**src/hdl/ktm_pkg.sv**
```systemverilog
// ----------------------------------------------------------------------------
// ktm_pkg
// shared types, field widths, codes and reset values of the keepalive monitor
// ----------------------------------------------------------------------------
package ktm_pkg;

    // fixed field widths of the channels
    localparam int KIND_BITS       = 3;
    localparam int SLOT_FIELD_BITS = 6;
    localparam int TIME_FIELD_BITS = 48;
    localparam int PING_BITS       = 32;
    localparam int CFG_BITS        = 32;
    localparam int CFG_IDX_BITS    = 2;

    // default sizing
    localparam int NUM_SLOTS_DEFAULT = 64;
    localparam int TIME_BITS_DEFAULT = 48;

    // register reset values
    localparam logic [CFG_BITS-1:0] INTERVAL_RESET = 32'd15000;
    localparam logic [CFG_BITS-1:0] TIMEOUT_RESET  = 32'd30000;

    // item kinds
    localparam logic [KIND_BITS-1:0] KIND_JOIN     = 3'd0;
    localparam logic [KIND_BITS-1:0] KIND_LEAVE    = 3'd1;
    localparam logic [KIND_BITS-1:0] KIND_SENT     = 3'd2;
    localparam logic [KIND_BITS-1:0] KIND_RESPONSE = 3'd3;
    localparam logic [KIND_BITS-1:0] KIND_UPDATE   = 3'd4;
    localparam logic [KIND_BITS-1:0] KIND_SCAN     = 3'd5;

    // register indexes
    localparam logic [CFG_IDX_BITS-1:0] CFG_INTERVAL = 2'd0;
    localparam logic [CFG_IDX_BITS-1:0] CFG_TIMEOUT  = 2'd1;

    // age test results of one slot
    typedef struct packed {
        logic need;
        logic expired;
    } t_flags;

    // one result beat
    typedef struct packed {
        logic [SLOT_FIELD_BITS-1:0] slot;
        logic                       known;
        logic                       matched;
        logic                       needs_keepalive;
        logic                       timed_out;
        logic [PING_BITS-1:0]       ping_ms;
        logic [TIME_FIELD_BITS-1:0] sent_at;
        logic [TIME_FIELD_BITS-1:0] received_at;
        logic                       last;
    } t_result;

endpackage

```
**src/hdl/ktm_eval.sv**
```systemverilog
// ----------------------------------------------------------------------------
// ktm_eval
// age tests of one slot: keepalive due and receive timeout, modulo 2^TIME_BITS
// ----------------------------------------------------------------------------
module ktm_eval #(
    parameter int TIME_BITS  = ktm_pkg::TIME_BITS_DEFAULT,
    parameter int STAMP_BITS = ktm_pkg::TIME_FIELD_BITS
) (
    input  logic [STAMP_BITS-1:0]        i_now,
    input  logic [STAMP_BITS-1:0]        i_sent,
    input  logic [STAMP_BITS-1:0]        i_recv,
    input  logic [ktm_pkg::CFG_BITS-1:0] i_interval,
    input  logic [ktm_pkg::CFG_BITS-1:0] i_timeout,
    output ktm_pkg::t_flags              o_flags
);

    logic [TIME_BITS-1:0] since_sent;
    logic [TIME_BITS-1:0] since_recv;

    // wraps at the time width
    assign since_sent = TIME_BITS'(i_now) - TIME_BITS'(i_sent);
    assign since_recv = TIME_BITS'(i_now) - TIME_BITS'(i_recv);

    assign o_flags.need    = (since_sent >= TIME_BITS'(i_interval));
    assign o_flags.expired = (since_recv >= TIME_BITS'(i_timeout));

endmodule
```
**config.mk**
```make
export PLATFORM = sky130hd
export DESIGN_NAME = ktm_eval
export DESIGN_NICKNAME = d
export VERILOG_FILES = /design/src/hdl/ktm_pkg.sv /design/src/hdl/ktm_eval.sv
export SDC_FILE = /design/constraint.sdc
export NUM_CORES = 1
export LEC_CHECK = 0
export ABC_AREA = 1
export BUFFER_PORTS_ARGS = -buffer_cell sky130_fd_sc_hd__buf_2
export CORE_UTILIZATION = 45
export DETAILED_ROUTE_END_ITERATION = 6
export PLACE_DENSITY = 0.68
export SLEW_MARGIN = 20
export SYNTH_ARGS = -nofsm -noshare
export SYNTH_HDL_FRONTEND = slang
export SYNTH_SLANG_ARGS = --single-unit
```
**constraint.sdc**
```tcl
create_clock -name vclk -period 3.4
set_clock_uncertainty 0.15 [all_clocks]
set_input_delay 0.17 -clock vclk [all_inputs]
set_output_delay 0.17 -clock vclk [all_outputs]
set_load 0.02 [all_outputs]
```
==> impl_metrics.csv <==
group,metric,value,unit
run_status,status,"complete, no violations",
worst_setup_path,crit_path_start_kind,"primary input",
synthesis,syn_inst,1957,
drt,drtPass1Iterations,7,
placed_design,place_worst_setup_slack,-0.0600,ns
synthesis,yosysTopAreaCell,"nand2_1",
synthesis,synth_top_area_frac,0.266,
sta,worstMarginPinSlew,0.448,ns
worst_setup_path,crit_type,"primary input to primary output",
sta,fin_ws,0.139,ns
finish,drive_above_1_share,0.251,
drt,drt-initial-drc-count,675,
placed_design,portBuffers,210,
synthesis,ys_types,35,
global_route,grt_max_degree,7,
global_route,antenna_found_initial,2,
worst_setup_path,cp.arrival,2.94,ns
finish,design.seq.count,0,
placed_design,dpl.hpwl,32900,um
finish,syn_to_final_growth,33.9,%
synthesis,synthesis.area,0.00982,mm^2
synthesis,yosysSeqAreaShare,0,
sta,max_freq,0.307,GHz
sta,min_period,3.26,ns
worst_setup_path,crit_chain,"buf_2, ha_1, nand3_2, nor2_4, buf_4, nand2_1, nand3_4, buf_6, nand2_1, nand2_1, xor2_2, ha_1, a21oi_1, o21a_1, o221a_2, nand2_1, nand2_1, nand3_1, nor2_1, nand2_1, buf_4",
finish,regArea,0,um^2
drt,drc_errors,0,
sta,maxSlewHeadroom,0.699,
sta,period_share,0.959,
floorplan,core,0.0212,mm^2
clock_tree,ctsHoldBuffers,0,
placed_design,place.gp.congestion,0.980,
global_route,grt_pass1_wl,55900,um
power_and_ir_drop,ir_drop,0.0967,mV
min_path,hp-class,"primary input to primary output",
worst_setup_path,critical_path_buf_inv_count,4,
floorplan,num_rows,53,
floorplan,dieArea,0.0224,mm^2
worst_setup_path,required,3.08,ns
floorplan,io_pins,210,
power_and_ir_drop,powerDensity,191,mW/mm^2
finish,stdcell_count,2527,
global_route,grt_pass1_vias,11700,
synthesis,yosys_warnings,0,
worst_setup_path,end_kind,"primary output",
worst_setup_path,cp_top_family,"simple AND/OR/NAND/NOR gates",
global_route,grt_usage,0.317,
placed_design,place_area,0.0118,mm^2
synthesis,syn_nets,2325,
synthesis,yosysMostFrequentCell,"nand2_1",
synthesis,synth.avg_cell_area,5.02,um^2
floorplan,die_w,150,um
sta,final_hold_viol_count,0,
worst_setup_path,slowest_stage,"ha_1",
floorplan,start_util,0.463,
sta,drv_slew,0,
sta,timing.hold.ws,0.953,ns
worst_setup_path,slowest_delay,0.32,ns
power_and_ir_drop,cellLeakagePower,7.98,nW
drt,wl_per_cell,14.8,um
global_route,grt_overflow,0,
worst_setup_path,path_max_fanout,4,
flow_run,max_cap_viol_count,0,
drt,via_per_inst,4.99,
drt,drt-total-wl,37400,um
synthesis,synth_area_leaders,"nand2_1 27%, ha_1 20%, inv_1 18%",
placed_design,dp.cells,2514,
finish,nets,2620,
sta,setup_viol,0,
finish,nClkBuffers,0,
drt,vias,12600,
finish,finalInstanceArea,0.0132,mm^2
drt,ant_nets,0,
floorplan,die_h,150,um
worst_setup_path,crit_top_cell,"nand2_1",
synthesis,synthTopCellsByCount,"696 x nand2_1, 483 x inv_1, 175 x nor2_1",
per-layer routing:
| layer | up-vias | wire, um | GRT usage |
|---|---|---|---|
| met2 | 389 | 18100 | 0.575 |
| met3 | 81 | 1850 | 0.00427 |
| li1 | 6494 | - | - |
| met4 | 0 | 1350 | 0.0909 |
| met5 | - | 0 | 0 |
| met1 | 5652 | 16100 | 0.409 |
metrics by stage:
step | util | power [W] | TNS, ns
after floorplan | - | 0.00143 | 0
after global placement | 0.554 | 0.00211 | -0.0794
after detailed placement | 0.554 | 0.00215 | -0.119
after CTS | 0.556 | 0.00217 | 0
after global routing | 0.620 | 0.00279 | -0.108
final | 0.620 | 0.00251 | 0
worst paths after layout:
path,end,from,slack [ns],cells after the start
max,o_flags[1],i_now[1],0.14,21
min,o_flags[1],i_interval[31],0.95,10
layout make-up:
type | count | area [um^2]
Antenna cell | 2 | 5.00
Fill cell | 2226 | 8070
Tap cell | 275 | 344
Timing Repair Buffer | 293 | 1700
Multi-Input combinational cell | 1457 | 9230
Inverter | 500 | 1880
cell usage in the layout, fill, tap and decap left out, types with 5 or more instances in the layout:
cell type,netlist,routed
buf_6,0,5
xor2_2,0,11
xor2_1,44,31
buf_2,0,209
nand2_4,0,10
nand2_1,696,658
nand3_4,0,7
nand3_2,8,13
nand4_1,22,22
a21oi_2,1,32
buf_4,0,79
inv_1,483,477
xnor2_1,18,17
nand3b_1,5,5
inv_2,16,21
nor2_2,25,35
nor2_1,175,151
o21ai_1,9,7
nor2_4,8,22
nand3_1,82,70
ha_4,0,42
nand2_2,17,45
a21oi_1,101,70
o21bai_1,15,14
ha_2,0,12
a31oi_1,9,6
o21ai_0,22,20
and2_1,6,6
nor3_1,17,17
ha_1,158,104
repair_timing:
item,4_1_cts,5_1_grt
pin swaps,0,71
buffers inserted,0,11
resized for setup,8,251
setup endpoints to repair,2,2
logic make-up (layout without fill, tap and decap cells):
family / Yosys count / after routing / share of synthesized area
simple gates: 1066 / 1066 / 0.453
buf+inv: 500 / 793 / 0.191
other cells: 0 / 2 / 0
xor+xnor: 62 / 62 / 0.0553
fa+ha+maj: 160 / 160 / 0.205
compound gates: 169 / 169 / 0.0950
report_power, final:
part / internal [W] / switching (W) / total, W
clock: 0.0000000000787 / 0 / 0.0000000000787
sequential: 0 / 0 / 0
combinational: 0.00104 / 0.00147 / 0.00251
total: 0.00104 / 0.00147 / 0.00251
Note: power is estimated with default switching activity, not from simulation.
