### config.mk
export PLATFORM = sky130hd
export DESIGN_NAME = ktm_ram
export DESIGN_NICKNAME = d
export VERILOG_FILES = /design/src/hdl/ktm_ram.sv
export SDC_FILE = /design/constraint.sdc
export NUM_CORES = 1
export LEC_CHECK = 0
export ABC_AREA = 0
export BUFFER_PORTS_ARGS = -buffer_cell sky130_fd_sc_hd__buf_2
export CAP_MARGIN = 0
export CORE_ASPECT_RATIO = 1.5
export CORE_MARGIN = 4
export CORE_UTILIZATION = 53
export CTS_CLUSTER_DIAMETER = 150
export DETAILED_ROUTE_END_ITERATION = 12
export GPL_TIMING_DRIVEN = 0
export PLACE_DENSITY = 0.71
export SYNTH_ARGS = -nofsm -noshare
export SYNTH_HDL_FRONTEND = slang
export SYNTH_SLANG_ARGS = --single-unit
### constraint.sdc
create_clock -name i_clk -period 3.9 [get_ports i_clk]
set_input_delay 0 -clock i_clk [delete_from_list [all_inputs] [get_ports i_clk]]
set_output_delay 0 -clock i_clk [all_outputs]
set_load 0.005 [all_outputs]
### src/hdl/ktm_ram.sv
// ----------------------------------------------------------------------------
// ktm_ram
// generic single-write, single-read memory with registered read data
// ----------------------------------------------------------------------------
module ktm_ram #(
    parameter int WIDTH = 8,
    parameter int DEPTH = 64
) (
    input  logic                                      i_clk,
    input  logic                                      i_we,
    input  logic [((DEPTH > 1) ? $clog2(DEPTH) : 1)-1:0] i_waddr,
    input  logic [WIDTH-1:0]                          i_wdata,
    input  logic                                      i_re,
    input  logic [((DEPTH > 1) ? $clog2(DEPTH) : 1)-1:0] i_raddr,
    output logic [WIDTH-1:0]                          o_rdata
);

    logic [WIDTH-1:0] r_mem [DEPTH];
    logic [WIDTH-1:0] r_rdata;

    always_ff @(posedge i_clk) begin
        if (i_we) begin
            r_mem[i_waddr] <= i_wdata;
        end
        // read data holds while no read is issued
        if (i_re) begin
            r_rdata <= r_mem[i_raddr];
        end
    end

    assign o_rdata = r_rdata;

endmodule

==> flow_summary.toml, run 1 <==
[floorplan]
core_mm2 = 0.03766
row_count = 87
initial_core_util = 0.5376
die_w_um = 167.6
die_area_mm2 = 0.04146
pin_count = 31
die_h_um = 247.4

[grt]
grt_usage = 0.2277
grt_pass1_wl_mm = 67.85
antenna_found_initial = 2
grt_pass1_vias = 9951
grt.overflow.total = 0
grt_max_degree = 65

[flow_run]
maxCapViolations = 0

[setup_path]
crit_chain = "buf_2 -> buf_4 -> clkbuf_1 -> buf_2 -> mux4_2 -> o21ai_0 -> nand2_1"
crit_arrival_ns = 2.63
endpoint_kind = "flop"
setup.worst_path.start_class = "input pin"
cp_common_cell = "buf_2"
cp_slowest_cell = "clkbuf_1"
critPathKind = "in2reg"
cp.required_ns = 4.18
crit_family = "buffers and inverters"
crit_fanout = 10
crit_buf_inv = 4
cp_slowest_stage_delay_ns = 0.62

[timing]
fin_crit_ns = 2.353
finalSetupViolations = 0
worst_pin_slew_ns = 1.293
fin_skew_ns = 0.01997
drv_slew = 0
hold_violations = 0
grt_setup_unrepaired = "no"
slew_headroom = 0.1314
fin_setup_tns_ns = 0
max_freq_mhz = 425.0
finalWorstSetupSlack_ns = 1.547
timing.final.crit_share = 0.6033

[synthesis]
postSynthAreaPerCell_um2 = 21.54
syn-instance-count = 940
yosysSeqAreaShare = 0.7712
synthesis.area_mm2 = 0.02025
ys_seq_elements = 520
synth_cell_types = 39
synthFlopType = "edfxtp_1"
ys_warn_count = 0
synth-edff-count = 520
synthArstFlopShare = 0
syn_nets = 963

[cells_and_area]
mostFrequentLayoutCells = "520 x edfxtp_1, 126 x mux4_2, 83 x nor2_1"
syn_to_final_growth_pct = 11.27
fin_util = 0.5981
seqCellArea_mm2 = 0.01562
multi_input_area_mm2 = 0.004320
diodes = 0
fill_cells = 2660
layout_commonest_cell = "edfxtp_1"
finalNetCount = 1035
drive_gt1_frac = 0.2514

[clocking]
postCtsResizedCells = 0
worstSkewPairLatency_ns = 0.56
cts_made_buffers = 46
ctsHoldBuffers = 2
cts_sinks = 520
max-clock-path-buffers = 3
cts_root_buf = "clkbuf_16"
clk_pin_slew_ns = 0.07
h-tree-depth = 2
cts_tree = "done"
post_cts.repair.setup_buffers = 0

[power]
leakage_uw = 0.006987
finalPower_uw = 11430
power_density_mw_per_mm2 = 507.4
ir_drop_mv = 0.4218

[place]
hpwlAfterDp_mm = 29.96
gp_congestion = 0.9059
pre_cts_ws_ns = 1.084
io_buffer_count = 22

[detailed_routing]
dr.pass1.iters = 6
drc = 0
wl_per_cell_um = 30.35
via_count = 9864
drtIter0Drc = 1335
wl_mm = 46.59
viasPerCell = 6.426
antenna_left = 0

[run_status]
status = "complete, no violations"

[hold_path]
hp-class = "in2reg"
## worst min-delay path: cells and delay by family
family	cells	cell delay (ns)
buf+inv	1	0.15
simple gates	2	0.32
## logic make-up (layout without fill, tap and decap cells)
logic type | count (synthesis) | count (layout) | share of synthesized area
flops | 520 | 520 | 0.7712
compound gates | 54 | 54 | 0.02064
simple gates | 153 | 153 | 0.03374
buf+inv | 51 | 157 | 0.01563
mux | 162 | 162 | 0.1588
## Yosys cell counts, types with 4 or more instances
| cell type | count | area (um^2) |
|---|---|---|
| edfxtp_1 | 520 | 15610 |
| mux4_2 | 126 | 2838 |
| nand3_1 | 13 | 65.06 |
| nor2_1 | 83 | 311.6 |
| mux2_2 | 13 | 146.4 |
| a211oi_1 | 4 | 30.03 |
| nand2_1 | 19 | 71.32 |
| clkbuf_1 | 17 | 63.81 |
| nor3_1 | 7 | 35.03 |
| nor2b_1 | 14 | 87.58 |
| o22ai_1 | 8 | 50.05 |
| nand2b_1 | 7 | 43.79 |
| buf_4 | 13 | 97.59 |
| buf_6 | 4 | 45.04 |
| o221ai_1 | 8 | 70.07 |
| mux2i_1 | 23 | 230.2 |
| a221oi_1 | 6 | 52.55 |
| buf_1 | 4 | 15.01 |
| buf_2 | 11 | 55.05 |
## final timing paths
kind                              start                endpoint  slack (ns)  cells after the start
hold / removal               i_waddr[0]  r_mem[49][0]$_DFFE_PP_        0.10                      3
setup / recovery             i_raddr[2]    o_rdata[7]$_DFFE_PP_        1.55                      7
setup reg to reg  r_mem[2][3]$_DFFE_PP_    o_rdata[3]$_DFFE_PP_        1.55                      4
hold reg to reg   r_mem[0][7]$_DFFE_PP_    o_rdata[7]$_DFFE_PP_        1.02                      4
## where the power goes
part	leakage, uW	internal, uW	switching (uW)
clock network	0.000755	2680	1940
registers	0.00469	6200	9.58
logic	0.00155	217	391
## area by class of cell
class                      instances  area share
sequential                       520      0.6931
multi-input combinational        369      0.1918
clock buffer                      55     0.05543
tap                              489     0.02716
buffer                            51     0.01405
clock inverter                    27     0.01266
timing repair buffer              24    0.005776
## flip-flops by register name, summed over array words and instances, names as in the netlist
register and flops:
o_rdata 8, r_mem 512
## metrics by stage
step                      instances  area (um^2)  hold WS, ns
after global routing           1535        22530       0.1053
after CTS                      1535        22520       0.1409
after global placement         1451        20970       0.3301
final                          1535        22530       0.1043
after detailed placement       1451        20970       0.3389
after floorplan                 940        20250      0.09887
## per-layer routing
| layer | up-vias | share of wire | GRT usage |
|---|---|---|---|
| met5 | - | 0.00028 | 0 |
| met4 | 2 | 0.042 | 0.08479 |
| met3 | 132 | 0.084 | 0.03521 |
| met1 | 5102 | 0.35 | 0.2920 |
| met2 | 560 | 0.52 | 0.3984 |
| li1 | 4068 | - | - |
No activity file was read; power rests on OpenSTA's default activity.
==> run 2: changes to the inputs <==
Settings changed: ABC_AREA 0 to 1.
Clock period 3.9 ns to 2.35 ns, I/O delays scaled along.
==> flow_summary.toml, run 2 <==
[floorplan]
core_mm2 = 0.03964
die_area_mm2 = 0.04376
pin_count = 31
die_w_um = 172.1
die_h_um = 254.2
initial_core_util = 0.5403
row_count = 89

[timing]
fin_crit_ns = 2.012
hold_violations = 0
slew_headroom = 0.09752
max_freq_mhz = 497.1
grt_setup_unrepaired = "no"
finalSetupViolations = 0
drv_slew = 0
fin_setup_tns_ns = 0
timing.final.crit_share = 0.8560
finalWorstSetupSlack_ns = 0.3383
fin_skew_ns = 0.02466
worst_pin_slew_ns = 1.354

[synthesis]
yosysTopAreaCell = "edfxtp_1"
synthFlopType = "edfxtp_1"
ys_seq_elements = 520
yosysSeqAreaShare = 0.7290
postSynthAreaPerCell_um2 = 11.87
synth.most_common_cell = "nand2_1"
yosys.area.top_type_share = 0.7290
synthArstFlopShare = 0
synth.top_cells.by_count = "648 x nand2_1, 520 x edfxtp_1, 439 x nand3_1"
ys_warn_count = 0
synth_area_leaders = "edfxtp_1 73%, nand2_1 11%, nand3_1 10%"
synth-edff-count = 520
syn_nets = 1828
syn-instance-count = 1805
synth_cell_types = 15
synthesis.area_mm2 = 0.02142

[clocking]
worstSkewPairLatency_ns = 0.57
ctsHoldBuffers = 1
cts_tree = "done"
clk_pin_slew_ns = 0.06
postCtsResizedCells = 0
cts_made_buffers = 47
cts_sinks = 520
post_cts.repair.setup_buffers = 0
max-clock-path-buffers = 3
cts_root_buf = "clkbuf_16"
h-tree-depth = 2

[setup_path]
setup.worst_path.start_class = "input pin"
crit_family = "simple AND/OR/NAND/NOR gates"
cp_slowest_stage_delay_ns = 0.99
r2r.worst_path.cells = 8
crit_arrival_ns = 2.19
endpoint_kind = "flop"
critPathKind = "in2reg"
r2r_slack_ns = 0.80
cp.required_ns = 2.53
crit_buf_inv = 2
crit_chain = "clkbuf_1 -> inv_1 -> nand4_1 -> nor2_1"
crit_fanout = 9
timing.rr.end = "o_rdata[2]$_DFFE_PP_"
cp_slowest_cell = "nor2_1"
cp-startpoint = "i_waddr[0]"
rr_startpoint = "r_mem[50][2]$_DFFE_PP_"

[grt]
grt.overflow.total = 0
grt_pass1_wl_mm = 91.18
grt_max_degree = 65
grt_pass1_vias = 14185
grt_usage = 0.2878
antenna_found_initial = 0

[cells_and_area]
top_register = "r_mem"
design_area_mm2 = 0.02370
mostFrequentLayoutCells = "648 x nand2_1, 520 x edfxtp_1, 439 x nand3_1"
final_cells = 2415
fin_util = 0.5979
fill_cells = 3182
finalNetCount = 1910
drive_gt1_frac = 0.09822
largest_reg_flops = 512
syn_to_final_growth_pct = 10.66
layout_commonest_cell = "nand2_1"

[place]
dp_cells = 2335
gp_congestion = 0.9916
place_area_mm2 = 0.02227
io_buffer_count = 22
hpwlAfterDp_mm = 42.00
pre_cts_ws_ns = -0.1202

[detailed_routing]
drtIter0Drc = 1820
wl_per_cell_um = 25.81
dr.pass1.iters = 7
antenna_left = 0
via_count = 14578
viasPerCell = 6.036
wl_mm = 62.32
drc = 0

[power]
ir_drop_mv = 0.5703
leakage_uw = 0.008562
power_density_mw_per_mm2 = 797.1

[hold_path]
hp-class = "in2reg"
min_path_cells = 3
holdPathEnd = "o_rdata[6]$_DFFE_PP_"
min-delay-start = "i_raddr[5]"

[flow_run]
maxCapViolations = 0

[run_status]
status = "complete, no violations"
## run 2: stage by stage
stage | power [uW] | hold slack, ns
CTS | 18900 | 0.04713
floorplan | 11220 | 0.09887
global placement | 11820 | 0.3294
finish | 18890 | 0.07786
detailed placement | 11850 | 0.3505
global route | 19410 | 0.06543
## run 2: cell families after synthesis
logic type	count (synthesis)	share of synthesized area
buf+inv	125	0.04007
flops	520	0.7290
simple gates	1160	0.2309
## run 2: worst max-delay path by stage
stage                             end  slack, ns  depth (start not counted)
5_1_grt        r_mem[40][6]$_DFFE_PP_       0.31                          4
2_1_floorplan  r_mem[48][0]$_DFFE_PP_       0.58                          3
6_report       r_mem[40][5]$_DFFE_PP_       0.34                          4
4_1_cts        r_mem[41][3]$_DFFE_PP_       0.45                          4
3_3_place_gp   r_mem[49][5]$_DFFE_PP_      -0.20                          3
3_5_place_dp   r_mem[41][7]$_DFFE_PP_      -0.12                          4
## run 2: per-layer routing
layer	wire (um)	global-route usage	up-vias
met4	4456	0.1742	0
met2	30760	0.4806	803
met3	4774	0.03722	197
li1	-	-	6509
met1	22330	0.3580	7069
met5	0	0	-
## run 2: where the power goes
group,internal [uW],switching (uW),leakage [uW]
logic,352,1030,0.00320
registers,10300,18.0,0.00469
clock network,3970,3230,0.000677
## run 2: layout make-up
type	count	area, um^2	share of cell area
plain buffers	113	808.3	0.03410
inverters	12	50.05	0.002111
well taps	500	625.6	0.02639
clock inverters	20	175.2	0.007390
repair buffers	33	220.2	0.009291
clock buffers	56	1210	0.05105
multi-input cells	1160	4996	0.2108
flip-flops and latches	520	15620	0.6588
diodes	1	2.502	0.0001056
## run 2: worst min-delay path: cells and delay by family
kind                   cells  cell delay (ns)
buffers and inverters      1             0.23
and+or+nand+nor            2             0.22
==> run 3: changes to the inputs <==
Settings changed: ABC_AREA 1 to not set.
==> flow_summary.toml, run 3 (same netlist as run 1, synthesis figures left out) <==
[grt]
grt_pass1_vias = 9951
grt.overflow.total = 0
antenna_found_initial = 2
grt_max_degree = 65
grt_usage = 0.2277
grt_pass1_wl_mm = 67.85

[clocking]
cts_tree = "done"
cts_made_buffers = 46
cts_root_buf = "clkbuf_16"
postCtsResizedCells = 0
max-clock-path-buffers = 3
worstSkewPairLatency_ns = 0.56
h-tree-depth = 2
clk_pin_slew_ns = 0.07
cts_sinks = 520

[cells_and_area]
fin_util = 0.5981
multi_input_area_mm2 = 0.004320
drive_gt1_frac = 0.2517
layout_commonest_cell = "edfxtp_1"
syn_to_final_growth_pct = 11.26
seqCellArea_mm2 = 0.01562
fill_cells = 2659
final_cells = 1535
largest_reg_flops = 512
mostFrequentLayoutCells = "520 x edfxtp_1, 126 x mux4_2, 83 x nor2_1"
finalNetCount = 1034
top_register = "r_mem"

[detailed_routing]
antenna_left = 0
wl_per_cell_um = 30.33
drc = 0
wl_mm = 46.56
dr.pass1.iters = 8
drtIter0Drc = 1417
viasPerCell = 6.444
via_count = 9891

[timing]
timing.final.crit_share = 1.069
finalSetupViolations = 1
drv_slew = 0
slew_headroom = 0.1174
grt_setup_unrepaired = "no"
fin_skew_ns = 0.01790
hold_violations = 0
fin_crit_ns = 2.513
worst_pin_slew_ns = 1.314
finalWorstSetupSlack_ns = -0.1630
max_freq_mhz = 397.9

[floorplan]
die_h_um = 247.4
die_area_mm2 = 0.04146
row_count = 87
core_mm2 = 0.03766
initial_core_util = 0.5376
die_w_um = 167.6
pin_count = 31

[setup_path]
r2r.worst_path.cells = 4
r2r_slack_ns = -0.16
crit_arrival_ns = 2.77
endpoint_kind = "flop"
timing.rr.end = "o_rdata[3]$_DFFE_PP_"
crit_fanout = 1
cp.required_ns = 2.60
critPathKind = "reg2reg"
setup.worst_path.start_class = "flop"
rr_startpoint = "r_mem[2][3]$_DFFE_PP_"

[place]
pre_cts_ws_ns = -0.4663
hpwlAfterDp_mm = 29.96
dp_cells = 1451
io_buffer_count = 22
gp_congestion = 0.9059

[hold_path]
min-delay-start = "i_waddr[0]"
holdPathEnd = "r_mem[49][0]$_DFFE_PP_"
min_path_cells = 3
hp-class = "in2reg"

[power]
ir_drop_mv = 0.7021
leakage_uw = 0.006985
power_density_mw_per_mm2 = 842.6

[run_status]
status = "finished, violations left"
violations = "setup timing"

[flow_run]
maxCapViolations = 0
run 3: layer usage:
layer,global-route usage,part of all wire,up-vias
met5,0,0,-
met4,0.08479,0.042,0
met3,0.03521,0.083,122
met2,0.3984,0.53,560
met1,0.2920,0.35,5133
li1,-,-,4076
run 3: through the flow:
step / TNS [ns] / cell area (um^2) / hold WS (ns) / total power, uW
finish: -0.1630 / 22530 / 0.1263 / 18980
global route: 0 / 22520 / 0.1053 / 19490
CTS: 0 / 22520 / 0.1409 / 19050
detailed placement: -3.278 / 20970 / 0.3389 / 11500
global placement: -3.076 / 20970 / 0.3301 / 11470
floorplan: 0 / 20250 / 0.09887 / 11040
run 3: critical path, cell delays in order, from the launching register on:
cell and delay (ns):
edfxtp_1 0.37, mux4_2 0.48, nor2b_1 0.15, a2111oi_0 0.93
o41ai_1 0.27
run 3: layout make-up:
type,instances,share of cell area
clock inverter,27,0.01266
buffer,50,0.01389
multi-input combinational,369,0.1918
timing repair buffer,24,0.005777
tap,489,0.02716
clock buffer,55,0.05543
antenna,1,0.0001111
sequential,520,0.6932
run 3: worst max-delay path by stage:
stage	to	startpoint	cells after the start	slack [ns]
2_1_floorplan	o_rdata[4]$_DFFE_PP_	r_mem[29][4]$_DFFE_PP_	5	0.52
3_3_place_gp	o_rdata[5]$_DFFE_PP_	i_raddr[2]	8	-0.43
3_5_place_dp	o_rdata[5]$_DFFE_PP_	i_raddr[1]	9	-0.47
4_1_cts	o_rdata[3]$_DFFE_PP_	r_mem[2][3]$_DFFE_PP_	4	0.02
5_1_grt	o_rdata[0]$_DFFE_PP_	i_raddr[2]	8	0.01
6_report	o_rdata[3]$_DFFE_PP_	r_mem[2][3]$_DFFE_PP_	4	-0.16
run 3: power breakdown:
group | switching (uW) | total, uW | internal (uW)
Combinational | 648 | 1010 | 359
Sequential | 15.9 | 10300 | 10300
Clock | 3220 | 7670 | 4450
run 3: what timing repair did:
| action | 4_1_cts | 5_1_grt |
|---|---|---|
| endpoints found under the hold margin | 10 | 0 |
| hold buffers | 2 | 0 |
| setup endpoints to repair | 0 | 1 |
| buffers inserted | 0 | 0 |
